## src/rtl/integer_to_ascii_formatter_unit_assert.svh

```systemverilog
// ----------------------------------------------------------------------------
// Assertion macros for the integer to ASCII formatter
// Implication and next-cycle forms; compiled out when ASSERT_OFF is set.
// ----------------------------------------------------------------------------
`ifndef INTEGER_TO_ASCII_FORMATTER_UNIT_ASSERT_SVH
`define INTEGER_TO_ASCII_FORMATTER_UNIT_ASSERT_SVH

`ifndef ASSERT_OFF

// same-cycle implication
`define ITAF_ASSERT_IMP(lbl, clk, rst_n, ante, cons) \
    lbl: assert property (@(posedge clk) disable iff (!rst_n) (ante) |-> (cons)) \
        else $error("itaf assertion failed");

// next-cycle implication
`define ITAF_ASSERT_NXT(lbl, clk, rst_n, ante, cons) \
    lbl: assert property (@(posedge clk) disable iff (!rst_n) (ante) |=> (cons)) \
        else $error("itaf assertion failed");

`else

`define ITAF_ASSERT_IMP(lbl, clk, rst_n, ante, cons)
`define ITAF_ASSERT_NXT(lbl, clk, rst_n, ante, cons)

`endif

`endif

```

## src/rtl/itaf_pkg.sv

```systemverilog
// ----------------------------------------------------------------------------
// itaf_pkg
// Shared types, character constants and helpers of the integer formatter.
// ----------------------------------------------------------------------------
package itaf_pkg;

    // conversion selector codes
    localparam logic [2:0] FUNC_SDEC = 3'd0;
    localparam logic [2:0] FUNC_UDEC = 3'd1;
    localparam logic [2:0] FUNC_HEXL = 3'd2;
    localparam logic [2:0] FUNC_HEXU = 3'd3;
    localparam logic [2:0] FUNC_PTR  = 3'd4;

    localparam int unsigned COUNT_W = 31;
    localparam logic [COUNT_W-1:0] COUNT_MAX = 31'h7FFF_FFFF;

    // ASCII codes used by the prefixes
    localparam logic [7:0] CH_MINUS  = 8'h2D;
    localparam logic [7:0] CH_ZERO   = 8'h30;
    localparam logic [7:0] CH_X      = 8'h78;
    localparam logic [7:0] CH_LPAREN = 8'h28;
    localparam logic [7:0] CH_RPAREN = 8'h29;
    localparam logic [7:0] CH_N      = 8'h6E;
    localparam logic [7:0] CH_I      = 8'h69;
    localparam logic [7:0] CH_L      = 8'h6C;

    localparam logic [7:0] HEX_LO [16] = '{
        8'h30, 8'h31, 8'h32, 8'h33, 8'h34, 8'h35, 8'h36, 8'h37,
        8'h38, 8'h39, 8'h61, 8'h62, 8'h63, 8'h64, 8'h65, 8'h66};
    localparam logic [7:0] HEX_UP [16] = '{
        8'h30, 8'h31, 8'h32, 8'h33, 8'h34, 8'h35, 8'h36, 8'h37,
        8'h38, 8'h39, 8'h41, 8'h42, 8'h43, 8'h44, 8'h45, 8'h46};

    // reciprocal of ten for the 32-bit digit step: q = (n * RECIP10) >> 35
    localparam logic [31:0] RECIP10 = 32'hCCCC_CCCD;

    typedef enum logic [1:0] {
        PFX_NONE,
        PFX_MINUS,
        PFX_HEX,
        PFX_NIL
    } t_itaf_pfx;

    typedef enum logic [1:0] {
        S_IDLE,
        S_CONV,
        S_PFX,
        S_DIG
    } t_itaf_state;

    // controller -> datapath
    typedef struct packed {
        logic load;
        logic conv_step;
        logic emit_pfx;
        logic emit_dig;
    } t_itaf_cmd;

    // datapath -> controller
    typedef struct packed {
        logic in_func_ok;
        logic in_nil;
        logic conv_done;
        logic has_pfx;
        logic pfx_last;
        logic is_nil;
        logic dig_last;
        logic out_free;
    } t_itaf_status;

    function automatic logic [2:0] pfx_len(t_itaf_pfx kind);
        logic [2:0] n;
        unique case (kind)
            PFX_NONE:  n = 3'd0;
            PFX_MINUS: n = 3'd1;
            PFX_HEX:   n = 3'd2;
            PFX_NIL:   n = 3'd5;
            default:   n = 3'd0;
        endcase
        return n;
    endfunction

    function automatic logic [7:0] pfx_char(t_itaf_pfx kind, logic [2:0] idx);
        logic [7:0] c;
        c = CH_ZERO;
        unique case (kind)
            PFX_MINUS: c = CH_MINUS;
            PFX_HEX:   c = (idx == 3'd0) ? CH_ZERO : CH_X;
            PFX_NIL: begin
                case (idx)
                    3'd0:    c = CH_LPAREN;
                    3'd1:    c = CH_N;
                    3'd2:    c = CH_I;
                    3'd3:    c = CH_L;
                    default: c = CH_RPAREN;
                endcase
            end
            default:   c = CH_ZERO;
        endcase
        return c;
    endfunction

endpackage

```

## src/rtl/itaf_ctrl.sv

```systemverilog
// ----------------------------------------------------------------------------
// itaf_ctrl
// Sequencer: load, digit conversion, prefix emission, digit emission.
// ----------------------------------------------------------------------------
`include "integer_to_ascii_formatter_unit_assert.svh"

module itaf_ctrl (
    input  logic                  i_clk,
    input  logic                  i_rst_n,
    input  logic                  i_in_valid,
    output logic                  o_in_ready,
    input  itaf_pkg::t_itaf_status i_status,
    output itaf_pkg::t_itaf_cmd   o_cmd
);

    itaf_pkg::t_itaf_state r_state;
    itaf_pkg::t_itaf_state n_state;

    // state register
    always_ff @(posedge i_clk) begin
        if (!i_rst_n) begin
            r_state <= itaf_pkg::S_IDLE;
        end else begin
            r_state <= n_state;
        end
    end

    // next state and commands
    always_comb begin
        n_state    = r_state;
        o_cmd      = '0;
        o_in_ready = 1'b0;
        unique case (r_state)
            itaf_pkg::S_IDLE: begin
                o_in_ready = 1'b1;
                // unused selectors are taken and dropped
                if (i_in_valid && i_status.in_func_ok) begin
                    o_cmd.load = 1'b1;
                    n_state    = i_status.in_nil ? itaf_pkg::S_PFX : itaf_pkg::S_CONV;
                end
            end
            itaf_pkg::S_CONV: begin
                o_cmd.conv_step = 1'b1;
                if (i_status.conv_done) begin
                    n_state = i_status.has_pfx ? itaf_pkg::S_PFX : itaf_pkg::S_DIG;
                end
            end
            itaf_pkg::S_PFX: begin
                if (i_status.out_free) begin
                    o_cmd.emit_pfx = 1'b1;
                    if (i_status.pfx_last) begin
                        n_state = i_status.is_nil ? itaf_pkg::S_IDLE : itaf_pkg::S_DIG;
                    end
                end
            end
            itaf_pkg::S_DIG: begin
                if (i_status.out_free) begin
                    o_cmd.emit_dig = 1'b1;
                    if (i_status.dig_last) begin
                        n_state = itaf_pkg::S_IDLE;
                    end
                end
            end
            default: n_state = itaf_pkg::S_IDLE;
        endcase
    end

    // the final digit always hands control back to idle
    `ITAF_ASSERT_NXT(a_last_digit_idle, i_clk, i_rst_n, o_cmd.emit_dig && i_status.dig_last, r_state == itaf_pkg::S_IDLE)

endmodule

```

## config.mk

```make
export PLATFORM = sky130hd
export DESIGN_NAME = itaf_ctrl
export DESIGN_NICKNAME = d
export VERILOG_FILES = /design/src/rtl/itaf_pkg.sv /design/src/rtl/itaf_ctrl.sv
export VERILOG_INCLUDE_DIRS = /design/src /design/src/rtl
export SDC_FILE = /design/constraint.sdc
export NUM_CORES = 1
export LEC_CHECK = 0
export BUFFER_PORTS_ARGS = -buffer_cell sky130_fd_sc_hd__buf_2
export CORE_AREA = 2 2 39 41
export DETAILED_ROUTE_END_ITERATION = 10
export DIE_AREA = 0 0 41 43
export PLACE_DENSITY = 0.39
export SLEW_MARGIN = 20
export SYNTH_ARGS = -nofsm -noshare
export SYNTH_HDL_FRONTEND = slang
export SYNTH_SLANG_ARGS = --single-unit
```

## constraint.sdc

```tcl
create_clock -name i_clk -period 0.99 [get_ports i_clk]
set_input_delay 0.099 -clock i_clk [delete_from_list [all_inputs] [get_ports i_clk]]
set_output_delay 0.099 -clock i_clk [all_outputs]
set_load 0.01 [all_outputs]
```

Word-level counts from Yosys, hierarchy flattened --
Cells that the tools add are included.
Storage, ports and cells: input port bits 11, bits in read-only memories 0, bits in writable memories 0, memories kept 0, logic and storage cells 30, latch bits 0, bits in registers 2
Cells by class: multipliers 0, bitwise operators 0, magnitude comparators 0, shift-type cells 0, mux-type cells 17, divide/modulo/power cells 0, reductions and logical operators 3, $add $sub $neg 0, equality and inequality tests 9
Operators by type and width (count):
- $mux 2 | 8
- $ne 2x2->1 const B | 6
- $mux 1 | 8
- $pmux 2 s4 | 1
- $reduce_and 6->1 | 1
- $eq 2x2->1 const B | 2
- $eq 2x1->1 const B | 1
- $logic_not 2->1 | 1
- $logic_and 1x1->1 | 1

Longest topological paths before layout --
Gate-level depths: netlist (run 1).
depth after elaboration 4, gate-level depth with buffers 4

Worst setup path before layout (run 1) --
OpenSTA, ideal clock, no wires.
path kind flip-flop to flip-flop, from register r_state[1], to register r_state[0], library setup time 74 ps, stages on the path, launching flop included 4, clock period less this slack 1023 ps, data arrival time 949 ps, slack -33 ps, data required time 916 ps, cell sequence dfxtp_1 -> and3b_1 -> a211o_1 -> a31oi_1
On the way: word-level cells in the longest chain between the ends 3, elaborated cells on any way between the ends 12
RTL lines:
- start, declared | RTL line itaf_ctrl.sv:16 | itaf_pkg::t_itaf_state r_state;
- start signal, assigned | RTL line itaf_ctrl.sv:22 | r_state <= itaf_pkg::S_IDLE;
- start signal, assigned | RTL line itaf_ctrl.sv:24 | r_state <= n_state;
- $eq 2x1->1, or another cell as far along | RTL line itaf_ctrl.sv:33 | unique case (r_state)
- $ne 2x2->1 (no source line)
- $reduce_and 6->1 (no source line)
Parallel ways exist; a longest one is shown, timed or not. A chain may end at the register's enable or synchronous reset.

==> run summary, run 1 <==
• series of cell instances along the critical path: buf_6 -> nor2_4 -> and3_1 -> buf_2
• count of boundary I/O pins: 16
• Clock Root Buffer: sky130_fd_sc_hd__clkbuf_4
• violated checks: negative setup slack
• TritonCTS clock tree: built
• type of element capturing the critical path: output port
• max-cap violation count: 0
• fraction of final layout cells with drive strength greater than 1: 0.633
• CP Buf/Inv Count: 2
• mean instance size in the synthesized netlist: 7.74 sq um
• post-synthesis instance total: 27
• Hold Path Depth: 3
• data arrival time of the critical path: 1.02 ns
• Worst Skew: 0.000893 ns
• Worst Setup Slack, final: -0.133 ns
• maximum clock rate: 0.890 GHz
• Cell Count Post-Placement: 61
• min cycle time layout: 1.12 ns
• sequential area share after synthesis: 0.192
• synthesized net count: 38
• all-layer global routing usage: 0.0661
• RSZ-0062 raised after global routing: yes
• number of max-slew violations in the final report: 0
• Starting Density: 0.151
• depth of the CTS H-tree: 1
• largest net degree at the start of global routing: 9
• post-route fraction of the period consumed by the critical path: 1.13
• cell area after synthesis: 209 sq um
• sum of net half-perimeters after detailed placement: 485 um
• register-to-register setup slack: -0.06 ns
• area share of the largest cell type after synthesis: 0.192
• start-to-end type of the worst setup path: reg -> out
• Non-Filler Cell Area, Final: 404 sq um
• min-delay worst type: in -> reg
• wire length per cell: 9.43 um
• worst-case hold path end point: r_state[0]
• total power: 0.528 mW
• Placed Area: 335 sq um
• layout overhead on the synthesized area: 93.4%
• Iteration-0 DRC Markers: 2
• Slew headroom: 0.842
• clk buf depth: 2
• antenna diode instance count: 0
• routed wire length: 613 um
• Antenna Nets Post-Route: 0
• placement row count: 14
• Die ar.: 0.00176 sq mm
• height of the die: 43 um
• horizontal die dimension: 41 um
• global-route wire length before repair: 814 um
• clock-pin slew of the registers on the worst-case setup and hold paths: 0.03 ns
• largest register by flop count: r_state
• antenna violations before repair: 0
• Reg-to-Reg End: r_state[0]
• Final #Nets: 62
• count of cells along the worst register-to-register path: 3
• via count of the first global-routing pass: 221
• count of clock tree sinks: 2
• total stage count of the critical path: 4
• leading cell type in the layout, fill and taps excluded: sky130_fd_sc_hd__buf_2
• DP Worst Slack: -0.0596 ns
• final routed DRC violation total: 0
• transition time at the pin with the least slew margin: 0.235 ns
• flip-flop and latch count after synthesis: 2
• most frequent cells in the layout: sky130_fd_sc_hd__buf_2 (14), sky130_fd_sc_hd__buf_6 (6), sky130_fd_sc_hd__mux2i_1 (3), sky130_fd_sc_hd__o31ai_1 (3), sky130_fd_sc_hd__clkbuf_4 (3)
• main area contributors after synthesis: sky130_fd_sc_hd__dfxtp_1 (19%), sky130_fd_sc_hd__mux2i_1 (14%), sky130_fd_sc_hd__o31ai_1 (11%)
• Final Setup Violations: 7
• largest fanout on the critical path: 7
• vias after detailed routing: 284
• Worst path slowest cell: sky130_fd_sc_hd__dfxtp_4
• worst r2r src: r_state[1]
• via density per instance: 4.37
• Yosys warnings: 0
• Port Buffers: 15
• Leak Pwr: 0.215 nW
• critical path's top delay family: flip-flops
• post-route non-filler standard cell count: 65
• Largest register FFs: 2
• placer's final routability congestion estimate: 0.695
• biggest regs: r_state (2)
• CP Launch Type: register
• count of endpoints failing hold in the final timing report: 0
• GRT overflow: 0
• clock buffer count from CTS: 3
• distinct cell type count after synthesis: 16
• Placeable Area: 0.00138 sq mm
• Critical Path Max Stage Delay: 0.36 ns
• Hold Buf Count CTS: 0
• Min-Delay Startpoint: i_rst_n
• Worst IR Drop VDD: 0.359 mV
• clock latency of the later-clocked register in the worst-skew pair: 0.22 ns
• Cell Pwr Density: 1310 mW/mm^2
• result of the run: complete, but fails checks
• most area-hungry cell type in the Yosys netlist: sky130_fd_sc_hd__dfxtp_1
• critical path data required time: 0.89 ns
• number of detailed-route iterations in the first pass: 2
[what timing repair did]
item,4_1_cts,5_1_grt
pin swaps,3,1
setup buffers,0,1
gates resized for setup,6,5
gates cloned,0,0
endpoints found under the setup margin,7,7
[stage by stage]
step           hold WS (ns)   util  setup TNS (ns)
3_5_place_dp          0.368  0.242          -0.116
3_3_place_gp          0.374  0.242         -0.0819
4_1_cts               0.129  0.273          -0.511
2_1_floorplan         0.221      -               0
6_report              0.133  0.292          -0.482
5_1_grt               0.140  0.292          -0.802
[how the worst max path moves through the flow]
stage	from	end	slack, ns
2_1_floorplan	r_state[1]	r_state[0]	0.009
3_3_place_gp	r_state[1]	r_state[0]	-0.05
3_5_place_dp	r_state[1]	r_state[1]	-0.06
4_1_cts	r_state[1]	o_cmd[3]	-0.15
5_1_grt	r_state[0]	o_cmd[3]	-0.18
6_report	r_state[1]	o_cmd[3]	-0.13
[area by class of cell]
type                            count  area (sq um)
Clock buffer                        3          22.5
Sequential cell                     2          47.5
Fill cell                         152           980
Tap cell                           16          20.0
Timing Repair Buffer               21           145
Multi-Input combinational cell     23           169
[synth_stat cells (all sizes together)]
cell type,count
mux2i,3
a21oi,1
a31oi,2
dfxtp,2
and2b,1
nand2,1
nor2b,1
a211o,1
and3b,2
o31ai,3
and2,1
o21ai,1
buf,2
nor2,3
and3,3
[tightest hold or removal path, delay by kind of cell]
kind,cells,cell delay (ns)
buffers and inverters,1,0.11
AO/OA/AOI/OAI,2,0.10
[report_power, final]
group          switching, mW  total [mW]  internal (mW)
registers             0.0195       0.114         0.0948
logic                 0.0944       0.242          0.148
clock network         0.0387       0.172          0.133
[cell families after synthesis]
kind of cell,after synthesis,share of synthesized area
AOI/OAI and AO/OA,8,0.257
buffers and inverters,2,0.0479
DFF,2,0.192
muxes,3,0.144
and+or+nand+nor,12,0.359
[routing by layer]
layer	track usage	wire (um)	up-vias
met1	0.0831	291	122
met2	0.106	262	15
met4	0.0400	0	0
met3	0	59	0
met5	0	0	-
li1	-	-	147
Note: power is estimated with default switching activity, not from simulation.
==> inputs of run 2 (changes only) <==
Settings changed: PLACE_DENSITY 0.39 to 0.43.
==> run summary, run 2 (synthesis gave the netlist of run 1 again) <==
• TritonCTS clock tree: built, unchanged
• register-to-register setup slack: -0.09 ns, was -0.06 ns
• result of the run: complete, but fails checks, unchanged
• number of detailed-route iterations in the first pass: 3, was 2
• clock-pin slew of the registers on the worst-case setup and hold paths: 0.03 ns, about the same
• Min Hold Slack: 0.124 ns, was 0.133 ns
• largest net degree at the start of global routing: 9, unchanged
• Leak Pwr: 0.210 nW, was 0.215 nW
• global-route wire length before repair: 910 um, was 814 um
• worst r2r src: r_state[1], unchanged
• all-layer global routing usage: 0.0792, was 0.0661
• via density per instance: 4.33, was 4.37
• Final #Nets: 61, was 62
• post-route fraction of the period consumed by the critical path: 1.16, was 1.13
• RSZ-0062 raised after global routing: yes, unchanged
• fraction of final layout cells with drive strength greater than 1: 0.688, was 0.633
• data arrival time of the critical path: 1.05 ns, was 1.02 ns
• start-to-end type of the worst setup path: reg -> out, unchanged
• largest fanout on the critical path: 6, was 7
• count of clock tree sinks: 2, unchanged
• number of inserted filler cells in the final layout: 151, was 152
• total power: 0.548 mW, was 0.528 mW
• count of boundary I/O pins: 16, unchanged
• Worst Skew: 0.00163 ns, was 0.000893 ns
• Hold Buf Count CTS: 0, unchanged
• Reg-to-Reg End: r_state[1], was r_state[0]
• transition time at the pin with the least slew margin: 0.235 ns, about the same
• type of element capturing the critical path: output port, unchanged
• min-delay worst type: in -> reg, unchanged
• Die ar.: 0.00176 sq mm, unchanged
• vias after detailed routing: 277, was 284
• Placeable Area: 0.00138 sq mm, unchanged
• placement row count: 14, unchanged
• depth of the CTS H-tree: 1, unchanged
• final routed DRC violation total: 0, unchanged
• min cycle time layout: 1.15 ns, was 1.12 ns
• max-cap violation count: 0, unchanged
• Largest register FFs: 2, unchanged
• horizontal die dimension: 41 um, unchanged
• sum of negative setup slack: -0.678 ns, was -0.482 ns
• largest register by flop count: r_state, unchanged
• DP Worst Slack: -0.0715 ns, was -0.0596 ns
• layout overhead on the synthesized area: 105%, was 93.4%
• Starting Density: 0.151, unchanged
• clock buffer count from CTS: 3, unchanged
• number of max-slew violations in the final report: 0, unchanged
• via count of the first global-routing pass: 255, was 221
• sequential cell area: 47.5 sq um, unchanged
• GRT overflow: 0, unchanged
• leading cell type in the layout, fill and taps excluded: sky130_fd_sc_hd__buf_2, unchanged
• critical path data required time: 0.89 ns, about the same
• maximum clock rate: 0.867 GHz, was 0.890 GHz
• Clock Root Buffer: sky130_fd_sc_hd__clkbuf_4, unchanged
• launching instance or port of the critical path: r_state[0], was r_state[1]
• CP Launch Type: register, unchanged
• Worst Setup Slack, final: -0.163 ns, was -0.133 ns
• height of the die: 43 um, unchanged
• Worst setup endpoint: o_cmd[3], unchanged
• violated checks: negative setup slack, unchanged
• sum of net half-perimeters after detailed placement: 467 um, was 485 um
• routed wire length: 606 um, was 613 um
• Final Setup Violations: 7, unchanged
• Antenna Nets Post-Route: 0, unchanged
• most frequent cells in the layout: sky130_fd_sc_hd__buf_2 (11), sky130_fd_sc_hd__buf_6 (8), sky130_fd_sc_hd__mux2i_1 (3), sky130_fd_sc_hd__o31ai_1 (3), sky130_fd_sc_hd__clkbuf_4 (3), was sky130_fd_sc_hd__buf_2 (14), sky130_fd_sc_hd__buf_6 (6), sky130_fd_sc_hd__mux2i_1 (3), sky130_fd_sc_hd__o31ai_1 (3), sky130_fd_sc_hd__clkbuf_4 (3)
• area of the multi-input gates: 186 sq um, was 169 sq um
• Port Buffers: 15, unchanged
• Cell Pwr Density: 1280 mW/mm^2, was 1310 mW/mm^2
• antenna diode instance count: 0, unchanged
• count of endpoints failing hold in the final timing report: 0, unchanged
• Worst IR Drop VDD: 0.373 mV, was 0.359 mV
• antenna violations before repair: 0, unchanged
• count of cells along the worst register-to-register path: 3, unchanged
• Slew headroom: 0.842, about the same
• wire length per cell: 9.47 um, was 9.43 um
• clk buf depth: 2, unchanged
• placer's final routability congestion estimate: 0.630, was 0.695
• Iteration-0 DRC Markers: 3, was 2
• clock latency of the later-clocked register in the worst-skew pair: 0.22 ns, about the same
• biggest regs: r_state (2), unchanged
run 2: changes by cell type in the layout (fill, tap and decap cells not counted), sizes merged:
cell	previous run	this run
buf	21	20
run 2: how the worst min path moves through the flow:
| stage | from | to | slack (ns) | depth (start not counted) |
|---|---|---|---|---|
| 2_1_floorplan | i_rst_n | r_state[1] | 0.22 | 2 |
| 3_3_place_gp | i_rst_n | r_state[1] | 0.36 | 3 |
| 3_5_place_dp | i_rst_n | r_state[0] | 0.37 | 3 |
| 4_1_cts | i_rst_n | r_state[0] | 0.12 | 3 |
| 5_1_grt | i_rst_n | r_state[0] | 0.13 | 3 |
| 6_report | i_rst_n | r_state[0] | 0.12 | 3 |
run 2: where the power goes:
part	internal [mW]	total, mW	switching (mW)
registers	0.0948	0.116	0.0212
logic	0.157	0.254	0.0966
clock network	0.134	0.178	0.0449
run 2: repair_timing:
action                                 CTS  global route
buffers inserted                         0             1
endpoints found under the hold margin    0             0
resized for setup                        6            11
setup endpoints to repair                7             7
pin swaps                                3             6
run 2: stage by stage:
stage	cell area [sq um]	utilization	cells
final	429	0.310	64
after global routing	429	0.310	64
after CTS	369	0.267	63
after detailed placement	328	0.237	60
after global placement	328	0.237	60
after floorplan	213	-	27
run 2: metal layers:
metal,track usage,share of wire,wire [um],up-vias
li1,-,-,-,146
met1,0.0895,0.41,247,120
met2,0.113,0.50,303,11
met3,0.0314,0.089,54,0
met4,0.0600,0,0,0
met5,0,0,0,-
run 2: area by class of cell:
class | count | share of cell area
clock buffers | 3 | 0.0525
multi-input cells | 23 | 0.434
flip-flops and latches | 2 | 0.111
well taps | 16 | 0.0466
repair buffers | 20 | 0.356
run 2: critical path, cell delays in order (launching register included):
cell	delay, ns
sky130_fd_sc_hd__dfxtp_4	0.35
sky130_fd_sc_hd__buf_6	0.12
sky130_fd_sc_hd__nor2_4	0.09
sky130_fd_sc_hd__and3_4	0.18
sky130_fd_sc_hd__buf_6	0.09
